`src/hw/rtl/iau_pkg.sv`:
```
// ----------------------------------------------------------------------------
// Interval arithmetic unit package
// Shared payload types, operation codes, status codes and control bundles.
// ----------------------------------------------------------------------------
package iau_pkg;

    // Longest step run that is emitted
    localparam int MAX_RUN = 64;
    localparam int CNT_W   = (MAX_RUN > 1) ? $clog2(MAX_RUN) : 1;
    // Width for exact run bound arithmetic: 32-bit value plus scaled step
    localparam int RUN_W   = 34 + CNT_W + 1;

    typedef enum logic [2:0] {
        FN_ADD = 3'd0,
        FN_SUB = 3'd1,
        FN_MUL = 3'd2,
        FN_DIV = 3'd3,
        FN_NEG = 3'd4,
        FN_EQ  = 3'd5,
        FN_NE  = 3'd6,
        FN_RUN = 3'd7
    } func_t;

    localparam logic [2:0] ST_OK    = 3'd0;
    localparam logic [2:0] ST_DIVZ  = 3'd1;
    localparam logic [2:0] ST_BADST = 3'd2;
    localparam logic [2:0] ST_TRUNC = 3'd3;
    localparam logic [2:0] ST_EMPTY = 3'd4;

    typedef struct packed {
        func_t              func;
        logic signed [31:0] a_lower;
        logic signed [31:0] a_upper;
        logic signed [31:0] b_lower;
        logic signed [31:0] b_upper;
        logic signed [31:0] step;
    } in_t;

    typedef struct packed {
        logic signed [31:0] res_lower;
        logic signed [31:0] res_upper;
        logic               compare_flag;
        logic signed [31:0] run_value;
        logic [2:0]         status;
        logic               last;
    } out_t;

    // Kind of result loaded into the output register
    typedef enum logic [2:0] {
        OK_ARITH,
        OK_MINMAX,
        OK_DIVZ,
        OK_BADSTEP,
        OK_EMPTY,
        OK_RUN
    } out_kind_t;

    typedef struct packed {
        logic      load;
        logic      mul;
        logic      div_start;
        logic      fold;
        logic      fold_first;
        logic      fold_div;
        logic      run_init;
        logic      run_adv;
        logic      out_load;
        out_kind_t out_kind;
        logic [1:0] idx;
    } cmd_t;

    typedef struct packed {
        func_t func;
        logic  div_zero;
        logic  step_bad;
        logic  run_empty;
        logic  run_last;
        logic  div_done;
        logic  out_free;
    } sts_t;

endpackage

```
`src/hw/rtl/interval_arithmetic_unit_top.sv`:
```
// ----------------------------------------------------------------------------
// Interval arithmetic unit
// Signed 32-bit interval add, subtract, multiply, divide, negate, compare
// and stepped run generation.
// ----------------------------------------------------------------------------
// Usage:
//   s_valid/s_ready/s_data carry one request: a function code, two intervals
//   and a step. m_valid/m_ready/m_data return results; every request gives
//   one result, except a step run, which gives one result per element (up
//   to MAX_RUN), with last set on the final one.
//   Add, subtract, negate and the compares are loaded from the operand
//   register; multiply folds four endpoint products (one 32x32 product per
//   cycle), divide folds four quotients through one radix-2 divider in
//   turn, and a step run gives one element per cycle while m_ready is high.
//   One request is in flight at a time; the next is taken once the last
//   result of the current one is in the output register, even while that
//   result waits for m_ready.
//   A stalled receiver holds the sequencer before each output load.
//   Reset (aresetn low, synchronous) drops any request in flight and
//   clears m_valid.
// ----------------------------------------------------------------------------
module interval_arithmetic_unit_top (
    input  logic          aclk,
    input  logic          aresetn,
    input  logic          s_valid,
    output logic          s_ready,
    input  iau_pkg::in_t  s_data,
    output logic          m_valid,
    input  logic          m_ready,
    output iau_pkg::out_t m_data
);

    iau_pkg::cmd_t cmd;
    iau_pkg::sts_t sts;

    iau_ctrl u_ctrl (
        .aclk    (aclk),
        .aresetn (aresetn),
        .s_valid (s_valid),
        .s_ready (s_ready),
        .sts     (sts),
        .cmd     (cmd)
    );

    iau_dp u_dp (
        .aclk    (aclk),
        .aresetn (aresetn),
        .s_data  (s_data),
        .cmd     (cmd),
        .sts     (sts),
        .m_valid (m_valid),
        .m_ready (m_ready),
        .m_data  (m_data)
    );

`ifndef SYNTHESIS
    a_one_req: assert property (@(posedge aclk) disable iff (!aresetn)
        s_valid && s_ready |=> !s_ready)
        else $error("second request taken while busy");
    a_load_free: assert property (@(posedge aclk) disable iff (!aresetn)
        cmd.out_load |-> sts.out_free)
        else $error("output overwritten before taken");
    a_idle_quiet: assert property (@(posedge aclk) disable iff (!aresetn)
        s_ready |-> !cmd.out_load && !cmd.div_start && !cmd.run_adv)
        else $error("datapath active while idle");
`endif

endmodule

```
`src/hw/rtl/iau_div.sv`:
```
// ----------------------------------------------------------------------------
// Interval arithmetic unit divider
// Radix-2 restoring signed divider, truncating, one quotient bit per cycle.
// ----------------------------------------------------------------------------
module iau_div (
    input  logic               aclk,
    input  logic               aresetn,
    input  logic               start,
    input  logic signed [31:0] dividend,
    input  logic signed [31:0] divisor,
    output logic               done,
    output logic signed [31:0] quotient
);

    logic        busy_reg, busy_next;
    logic        done_reg, done_next;
    logic [4:0]  cnt_reg, cnt_next;
    logic [31:0] rem_reg, rem_next;
    logic [31:0] q_reg, q_next;
    logic [31:0] d_reg, d_next;
    logic        neg_reg, neg_next;
    logic [32:0] rem_sh;
    logic        ge;

    // Shift in next dividend bit and trial subtract
    assign rem_sh = {rem_reg, q_reg[31]};
    assign ge     = (rem_sh >= {1'b0, d_reg});

    always_comb begin
        busy_next = busy_reg;
        done_next = 1'b0;
        cnt_next  = cnt_reg;
        rem_next  = rem_reg;
        q_next    = q_reg;
        d_next    = d_reg;
        neg_next  = neg_reg;
        if (start) begin
            busy_next = 1'b1;
            cnt_next  = 5'd0;
            rem_next  = 32'd0;
            q_next    = dividend[31] ? 32'(-dividend) : 32'(dividend);
            d_next    = divisor[31] ? 32'(-divisor) : 32'(divisor);
            neg_next  = dividend[31] ^ divisor[31];
        end else if (busy_reg) begin
            rem_next = ge ? 32'(rem_sh - {1'b0, d_reg}) : rem_sh[31:0];
            q_next   = {q_reg[30:0], ge};
            cnt_next = cnt_reg + 5'd1;
            if (cnt_reg == 5'd31) begin
                busy_next = 1'b0;
                done_next = 1'b1;
            end
        end
    end

    always_ff @(posedge aclk) begin
        if (!aresetn) begin
            busy_reg <= 1'b0;
            done_reg <= 1'b0;
        end else begin
            busy_reg <= busy_next;
            done_reg <= done_next;
        end
        cnt_reg <= cnt_next;
        rem_reg <= rem_next;
        q_reg   <= q_next;
        d_reg   <= d_next;
        neg_reg <= neg_next;
    end

    assign done     = done_reg;
    assign quotient = neg_reg ? $signed(32'(-q_reg)) : $signed(q_reg);

endmodule

```
`src/hw/rtl/iau_dp.sv`:
```
// ----------------------------------------------------------------------------
// Interval arithmetic unit datapath
// Operand register, multiplier, divider, min/max fold, run stepper, output.
// ----------------------------------------------------------------------------
module iau_dp (
    input  logic            aclk,
    input  logic            aresetn,
    input  iau_pkg::in_t    s_data,
    input  iau_pkg::cmd_t   cmd,
    output iau_pkg::sts_t   sts,
    output logic            m_valid,
    input  logic            m_ready,
    output iau_pkg::out_t   m_data
);

    iau_pkg::in_t  in_reg, in_next;
    iau_pkg::out_t out_reg, out_next;
    logic          m_valid_reg, m_valid_next;

    logic signed [31:0] prod_reg, prod_next;
    logic signed [31:0] mn_reg, mn_next, mx_reg, mx_next;
    logic signed [iau_pkg::RUN_W-1:0] cur_reg, cur_next;
    logic [iau_pkg::CNT_W-1:0]        cnt_reg, cnt_next;
    logic                             trunc_reg, trunc_next;

    logic signed [31:0] op_x, op_y, fold_val, quo;
    logic signed [63:0] prod_full;
    logic signed [iau_pkg::RUN_W-1:0] a_w, b_w, s_w, cur_step, bound;
    logic               div_done;

    // Endpoint pair: index bit 1 picks the a endpoint, bit 0 the b endpoint (set = upper)
    assign op_x = cmd.idx[1] ? in_reg.a_upper : in_reg.a_lower;
    assign op_y = cmd.idx[0] ? in_reg.b_upper : in_reg.b_lower;
    assign prod_full = op_x * op_y;

    iau_div u_div (
        .aclk     (aclk),
        .aresetn  (aresetn),
        .start    (cmd.div_start),
        .dividend (op_x),
        .divisor  (op_y),
        .done     (div_done),
        .quotient (quo)
    );

    // Wide run arithmetic
    assign a_w      = iau_pkg::RUN_W'(in_reg.a_lower);
    assign b_w      = iau_pkg::RUN_W'(in_reg.a_upper);
    assign s_w      = iau_pkg::RUN_W'(in_reg.step);
    assign cur_step = cur_reg + s_w;
    assign bound    = a_w + s_w * iau_pkg::RUN_W'(iau_pkg::MAX_RUN);

    assign fold_val = cmd.fold_div ? quo : prod_reg;

    always_comb begin
        in_next      = in_reg;
        prod_next    = prod_reg;
        mn_next      = mn_reg;
        mx_next      = mx_reg;
        cur_next     = cur_reg;
        cnt_next     = cnt_reg;
        trunc_next   = trunc_reg;
        out_next     = out_reg;
        m_valid_next = m_valid_reg;

        if (cmd.load) in_next = s_data;
        if (cmd.mul)  prod_next = prod_full[31:0];

        // Running min and max of endpoint results
        if (cmd.fold) begin
            if (cmd.fold_first) begin
                mn_next = fold_val;
                mx_next = fold_val;
            end else begin
                mn_next = (fold_val < mn_reg) ? fold_val : mn_reg;
                mx_next = (fold_val > mx_reg) ? fold_val : mx_reg;
            end
        end

        if (cmd.run_init) begin
            cur_next   = a_w;
            cnt_next   = '0;
            trunc_next = (bound <= b_w);
        end else if (cmd.run_adv) begin
            cur_next = cur_step;
            cnt_next = cnt_reg + iau_pkg::CNT_W'(1);
        end

        // Output register
        if (m_ready) m_valid_next = 1'b0;
        if (cmd.out_load) begin
            m_valid_next = 1'b1;
            out_next     = '0;
            out_next.last = 1'b1;
            unique case (cmd.out_kind)
                iau_pkg::OK_ARITH: begin
                    unique case (in_reg.func)
                        iau_pkg::FN_ADD: begin
                            out_next.res_lower = in_reg.a_lower + in_reg.b_lower;
                            out_next.res_upper = in_reg.a_upper + in_reg.b_upper;
                        end
                        iau_pkg::FN_SUB: begin
                            out_next.res_lower = in_reg.a_lower - in_reg.b_upper;
                            out_next.res_upper = in_reg.a_upper - in_reg.b_lower;
                        end
                        iau_pkg::FN_NEG: begin
                            out_next.res_lower = -in_reg.a_upper;
                            out_next.res_upper = -in_reg.a_lower;
                        end
                        iau_pkg::FN_EQ:
                            out_next.compare_flag = (in_reg.a_lower == in_reg.b_lower) &&
                                                    (in_reg.a_upper == in_reg.b_upper);
                        iau_pkg::FN_NE:
                            out_next.compare_flag = !((in_reg.a_lower == in_reg.b_lower) &&
                                                      (in_reg.a_upper == in_reg.b_upper));
                        default: ;
                    endcase
                end
                iau_pkg::OK_MINMAX: begin
                    out_next.res_lower = mn_reg;
                    out_next.res_upper = mx_reg;
                end
                iau_pkg::OK_DIVZ:    out_next.status = iau_pkg::ST_DIVZ;
                iau_pkg::OK_BADSTEP: out_next.status = iau_pkg::ST_BADST;
                iau_pkg::OK_EMPTY:   out_next.status = iau_pkg::ST_EMPTY;
                iau_pkg::OK_RUN: begin
                    out_next.run_value = cur_reg[31:0];
                    out_next.status    = trunc_reg ? iau_pkg::ST_TRUNC : iau_pkg::ST_OK;
                    out_next.last      = sts.run_last;
                end
                default: ;
            endcase
        end
    end

    always_ff @(posedge aclk) begin
        if (!aresetn) begin
            m_valid_reg <= 1'b0;
        end else begin
            m_valid_reg <= m_valid_next;
        end
        in_reg    <= in_next;
        out_reg   <= out_next;
        prod_reg  <= prod_next;
        mn_reg    <= mn_next;
        mx_reg    <= mx_next;
        cur_reg   <= cur_next;
        cnt_reg   <= cnt_next;
        trunc_reg <= trunc_next;
    end

    // Status toward the controller
    assign sts.func      = in_reg.func;
    assign sts.div_zero  = (in_reg.b_lower == 32'sd0) || (in_reg.b_upper == 32'sd0);
    assign sts.step_bad  = (in_reg.step < 32'sd1);
    assign sts.run_empty = (in_reg.a_upper < in_reg.a_lower);
    assign sts.run_last  = (cnt_reg == iau_pkg::CNT_W'(iau_pkg::MAX_RUN - 1)) ||
                           (cur_step > b_w);
    assign sts.div_done  = div_done;
    assign sts.out_free  = !m_valid_reg || m_ready;

    assign m_valid = m_valid_reg;
    assign m_data  = out_reg;

`ifndef SYNTHESIS
    a_divz_zero: assert property (@(posedge aclk) disable iff (!aresetn)
        m_valid && m_data.status == iau_pkg::ST_DIVZ |->
            m_data.res_lower == 32'sd0 && m_data.res_upper == 32'sd0 && m_data.last)
        else $error("divide by zero result not cleared");
    a_run_fields: assert property (@(posedge aclk) disable iff (!aresetn)
        m_valid && m_data.run_value != 32'sd0 |->
            m_data.res_lower == 32'sd0 && m_data.res_upper == 32'sd0 && !m_data.compare_flag)
        else $error("run element carries interval fields");
    a_run_bound: assert property (@(posedge aclk) disable iff (!aresetn)
        cmd.out_load && cmd.out_kind == iau_pkg::OK_RUN |-> cur_reg <= b_w)
        else $error("run element beyond upper bound");
`endif

endmodule

```
`src/hw/rtl/iau_ctrl.sv`:
```
// ----------------------------------------------------------------------------
// Interval arithmetic unit controller
// Sequences one request at a time through the datapath.
// ----------------------------------------------------------------------------
module iau_ctrl (
    input  logic          aclk,
    input  logic          aresetn,
    input  logic          s_valid,
    output logic          s_ready,
    input  iau_pkg::sts_t sts,
    output iau_pkg::cmd_t cmd
);

    typedef enum logic [2:0] {
        S_IDLE,
        S_DISP,
        S_MUL,
        S_DIVW,
        S_FIN,
        S_RUN
    } state_t;

    state_t     state_reg, state_next;
    logic [2:0] idx_reg, idx_next;

    always_comb begin
        state_next = state_reg;
        idx_next   = idx_reg;
        cmd        = '0;
        cmd.out_kind = iau_pkg::OK_ARITH;
        cmd.idx    = idx_reg[1:0];
        unique case (state_reg)
            S_IDLE: begin
                if (s_valid) begin
                    cmd.load   = 1'b1;
                    state_next = S_DISP;
                end
            end
            S_DISP: begin
                unique case (sts.func)
                    iau_pkg::FN_MUL: begin
                        idx_next   = 3'd0;
                        state_next = S_MUL;
                    end
                    iau_pkg::FN_DIV: begin
                        if (sts.div_zero) begin
                            if (sts.out_free) begin
                                cmd.out_load = 1'b1;
                                cmd.out_kind = iau_pkg::OK_DIVZ;
                                state_next   = S_IDLE;
                            end
                        end else begin
                            cmd.div_start = 1'b1;
                            cmd.idx       = 2'd0;
                            idx_next      = 3'd0;
                            state_next    = S_DIVW;
                        end
                    end
                    iau_pkg::FN_RUN: begin
                        if (sts.step_bad || sts.run_empty) begin
                            if (sts.out_free) begin
                                cmd.out_load = 1'b1;
                                cmd.out_kind = sts.step_bad ? iau_pkg::OK_BADSTEP
                                                            : iau_pkg::OK_EMPTY;
                                state_next   = S_IDLE;
                            end
                        end else begin
                            cmd.run_init = 1'b1;
                            state_next   = S_RUN;
                        end
                    end
                    default: begin
                        if (sts.out_free) begin
                            cmd.out_load = 1'b1;
                            cmd.out_kind = iau_pkg::OK_ARITH;
                            state_next   = S_IDLE;
                        end
                    end
                endcase
            end
            // One product per cycle, folded the cycle after
            S_MUL: begin
                cmd.mul        = (idx_reg != 3'd4);
                cmd.fold       = (idx_reg != 3'd0);
                cmd.fold_first = (idx_reg == 3'd1);
                idx_next       = idx_reg + 3'd1;
                if (idx_reg == 3'd4) state_next = S_FIN;
            end
            // Fold each quotient and start the next one; after the fourth go to S_FIN
            S_DIVW: begin
                if (sts.div_done) begin
                    cmd.fold       = 1'b1;
                    cmd.fold_div   = 1'b1;
                    cmd.fold_first = (idx_reg == 3'd0);
                    if (idx_reg == 3'd3) begin
                        state_next = S_FIN;
                    end else begin
                        cmd.div_start = 1'b1;
                        cmd.idx       = idx_reg[1:0] + 2'd1;
                        idx_next      = idx_reg + 3'd1;
                    end
                end
            end
            S_FIN: begin
                if (sts.out_free) begin
                    cmd.out_load = 1'b1;
                    cmd.out_kind = iau_pkg::OK_MINMAX;
                    state_next   = S_IDLE;
                end
            end
            S_RUN: begin
                if (sts.out_free) begin
                    cmd.out_load = 1'b1;
                    cmd.out_kind = iau_pkg::OK_RUN;
                    cmd.run_adv  = 1'b1;
                    if (sts.run_last) state_next = S_IDLE;
                end
            end
            default: state_next = S_IDLE;
        endcase
    end

    always_ff @(posedge aclk) begin
        if (!aresetn) begin
            state_reg <= S_IDLE;
            idx_reg   <= 3'd0;
        end else begin
            state_reg <= state_next;
            idx_reg   <= idx_next;
        end
    end

    assign s_ready = (state_reg == S_IDLE);

endmodule
```
`config.mk`:
```
export PLATFORM = sky130hd
export DESIGN_NAME = interval_arithmetic_unit_top
export DESIGN_NICKNAME = d
export VERILOG_FILES = /design/src/hw/rtl/iau_pkg.sv /design/src/hw/rtl/interval_arithmetic_unit_top.sv /design/src/hw/rtl/iau_div.sv /design/src/hw/rtl/iau_dp.sv /design/src/hw/rtl/iau_ctrl.sv
export SDC_FILE = /design/constraint.sdc
export NUM_CORES = 2
export LEC_CHECK = 0
export BUFFER_PORTS_ARGS = -buffer_cell sky130_fd_sc_hd__buf_2
export CORE_MARGIN = 3
export CORE_UTILIZATION = 40
export DETAILED_ROUTE_END_ITERATION = 10
export PLACE_DENSITY_LB_ADDON = 0.15
export SETUP_SLACK_MARGIN = 0.2
export SYNTH_ARGS = -nofsm -noshare
export SYNTH_HDL_FRONTEND = slang
export SYNTH_HIERARCHICAL = 1
export SYNTH_SLANG_ARGS = --single-unit
```
`constraint.sdc`:
```
create_clock -name aclk -period 18.25 [get_ports aclk]
set_clock_uncertainty 0.1 [all_clocks]
set_input_delay 0.9125 -clock aclk [delete_from_list [all_inputs] [get_ports aclk]]
set_output_delay 0.9125 -clock aclk [all_outputs]
set_load 0.01 [all_outputs]
```
==> flow_metrics.tcl <==
set metrics [dict create \
    status "completed" \
    area_growth_pct 10.8 \
    timing.hold.ws_ns 0.286 \
    die_area_um2 139000 \
    post_drt_wl_per_cell_um 26.2 \
    yosys_warnings 6 \
    synth.distinct_cells 95 \
    ios 270 \
    layout-drive-gt1-share_pct 10.6 \
    start_util_pct 40.6 \
    grt_max_degree 102 \
    row_count 133 \
    largest_reg_flops 101 \
    yosysSeqAreaShare_pct 28.0 \
    worstHoldPathType "input pin to flip-flop" \
    fin_crit_ns 12.37 \
    core_um2 132000 \
    finish.utilization_pct 45.0 \
    track_usage_pct 28.6 \
    die_w_um 373 \
    cp_max_fo 62 \
    wl_um 204000 \
    final_common_cell "inv_1" \
    clock_sinks 519 \
    ys_ff_latch 519 \
    period_share_pct 67.8 \
    rsz0062_at_grt "false" \
    crit_required_ns 18.56 \
    grt_pass1_wl_um 297000 \
    crit_type "flip-flop to flip-flop" \
    synth_edf_count 467 \
    grt_pass1_vias 43200 \
    critPathArrivalTime_ns 12.68 \
    cp-end-kind "flip-flop" \
    netlist_area_um2 53800 \
    cts_buffers 61 \
    first_pass_iters 8 \
    tritoncts "done" \
    synthArstFlopShare_pct 0 \
    synthFlopType "edfxtp_1" \
    fmax_mhz 80.8 \
    slowest_delay_ns 0.88 \
    n_fill_cell 13000 \
    maxSlewViolCount 0 \
    grt-ovfl-total 0 \
    drc 0 \
    die_y_um 373 \
    post_cts_resized 0 \
    dp_hpwl_um 164000 \
    dp_cells 7684 \
    layout_common_cells "inv_1 (720), nor2_1 (534), nand2_1 (520)" \
    setup_viol 0 \
    worst_slew_pin_slew_ns 1.18 \
    postRouteAntennaNets 0 \
    clock-root-buffer "clkbuf_16" \
    crit_buf_inv 6 \
    crit_path_frequent_cell "fa_1" \
    drt_iter0_drc 5164 \
    vias_per_cell 5.73 \
    worstSkewPairLatency_ns 0.70 \
    maxCapViolCount 0 \
    critical_path.top_delay_family "adder cells" \
    vias 44700 \
    cpMaxStageDelayCell "o21a_1" \
    r2r_setup_slack_ns 5.88 \
    synth.avg_cell_area_um2 9.31 \
    portBuffers 269 \
    htreeDepth 2 \
    clk_path_buf_depth 3 \
    slew-limit-headroom_pct 20.5 \
    clk_pin_slew_ns 0.08 \
    syn_inst 5778 \
    layoutNonFillerInstCount 7801 \
    ctsHoldBuffers 0 \
    start_kind "flip-flop" \
    hold_viol_final 0 \
    place_congestion 0.994 \
    antenna_found_initial 10 \
    synth_fp_nets 6863 \
    fin_tns_setup_ns 0 \
    fin_nets 7077 \
    post_cts_buffers 0 \
]
==> final timing paths <==
path                           from                      to  cells after the start
max                 u_dp/in_reg[34]       u_dp/prod_reg[31]                     33
min                      s_data[21]         u_dp/in_reg[21]                      1
max reg2reg         u_dp/in_reg[34]       u_dp/prod_reg[31]                     33
min reg2reg  u_dp/u_div/rem_reg[29]  u_dp/u_div/rem_reg[29]                      2
==> cell type report <==
cell class | instances | area, µm² | share of cell area [%]
clock inverters | 49 | 636 | 1.07
inverters | 739 | 2780 | 4.65
clock buffers | 67 | 1550 | 2.60
flip-flops and latches | 519 | 15100 | 25.3
well taps | 1755 | 2200 | 3.68
repair buffers | 377 | 2160 | 3.62
multi-input cells | 4294 | 35300 | 59.1
diodes | 1 | 2.50 | 0.00420
==> per-layer routing <==
layer	routed length, µm	vias to the layer above	GRT usage, %
li1	-	20300	-
met1	91600	21900	42.9
met4	8600	4	10.2
met3	19800	304	4.96
met5	27	-	0
met2	84400	2145	41.3
==> worst register-to-register path, delay by kind of cell, from the launching register on <==
family / cells / cell delay [ns]
compound gates: 10 / 2.95
buf+inv: 6 / 1.42
flops: 1 / 0.54
xor+xnor: 1 / 0.17
simple gates: 7 / 2.50
fa+ha+maj: 9 / 4.41
==> through the flow <==
step | area, µm² | setup slack, ns
floorplan | 53800 | 4.67
global placement | 57500 | 6.29
detailed placement | 57500 | 5.94
CTS | 59600 | 5.89
global route | 59600 | 5.21
finish | 59600 | 5.88
==> synthesized netlist by cell type, drive strengths merged, types with 115 or more instances <==
cell type,instances,share of area [%]
ha,505,12
nand2,521,3.6
xnor2,274,4.5
xor2,206,3.4
clkbuf,194,1.4
fa,413,15
a21o,115,1.6
edfxtp,467,26
a21oi,234,2.2
nor2,538,3.8
o21ai,268,2.5
inv,721,5.0
==> cells by family after synthesis <==
group,count (synthesis),share of synthesized area [%]
adder cells (fa/ha/maj),918,27.1
flip-flops,519,28.0
multiplexers,120,2.39
XOR/XNOR,480,7.83
AND/OR/NAND/NOR,1708,14.9
AO/OA/AOI/OAI,1068,12.9
buffers and inverters,965,6.82
Power is left out: the tool's default activity adds up to more than one toggle a clock period on the data nets, which glitch-free logic cannot reach.
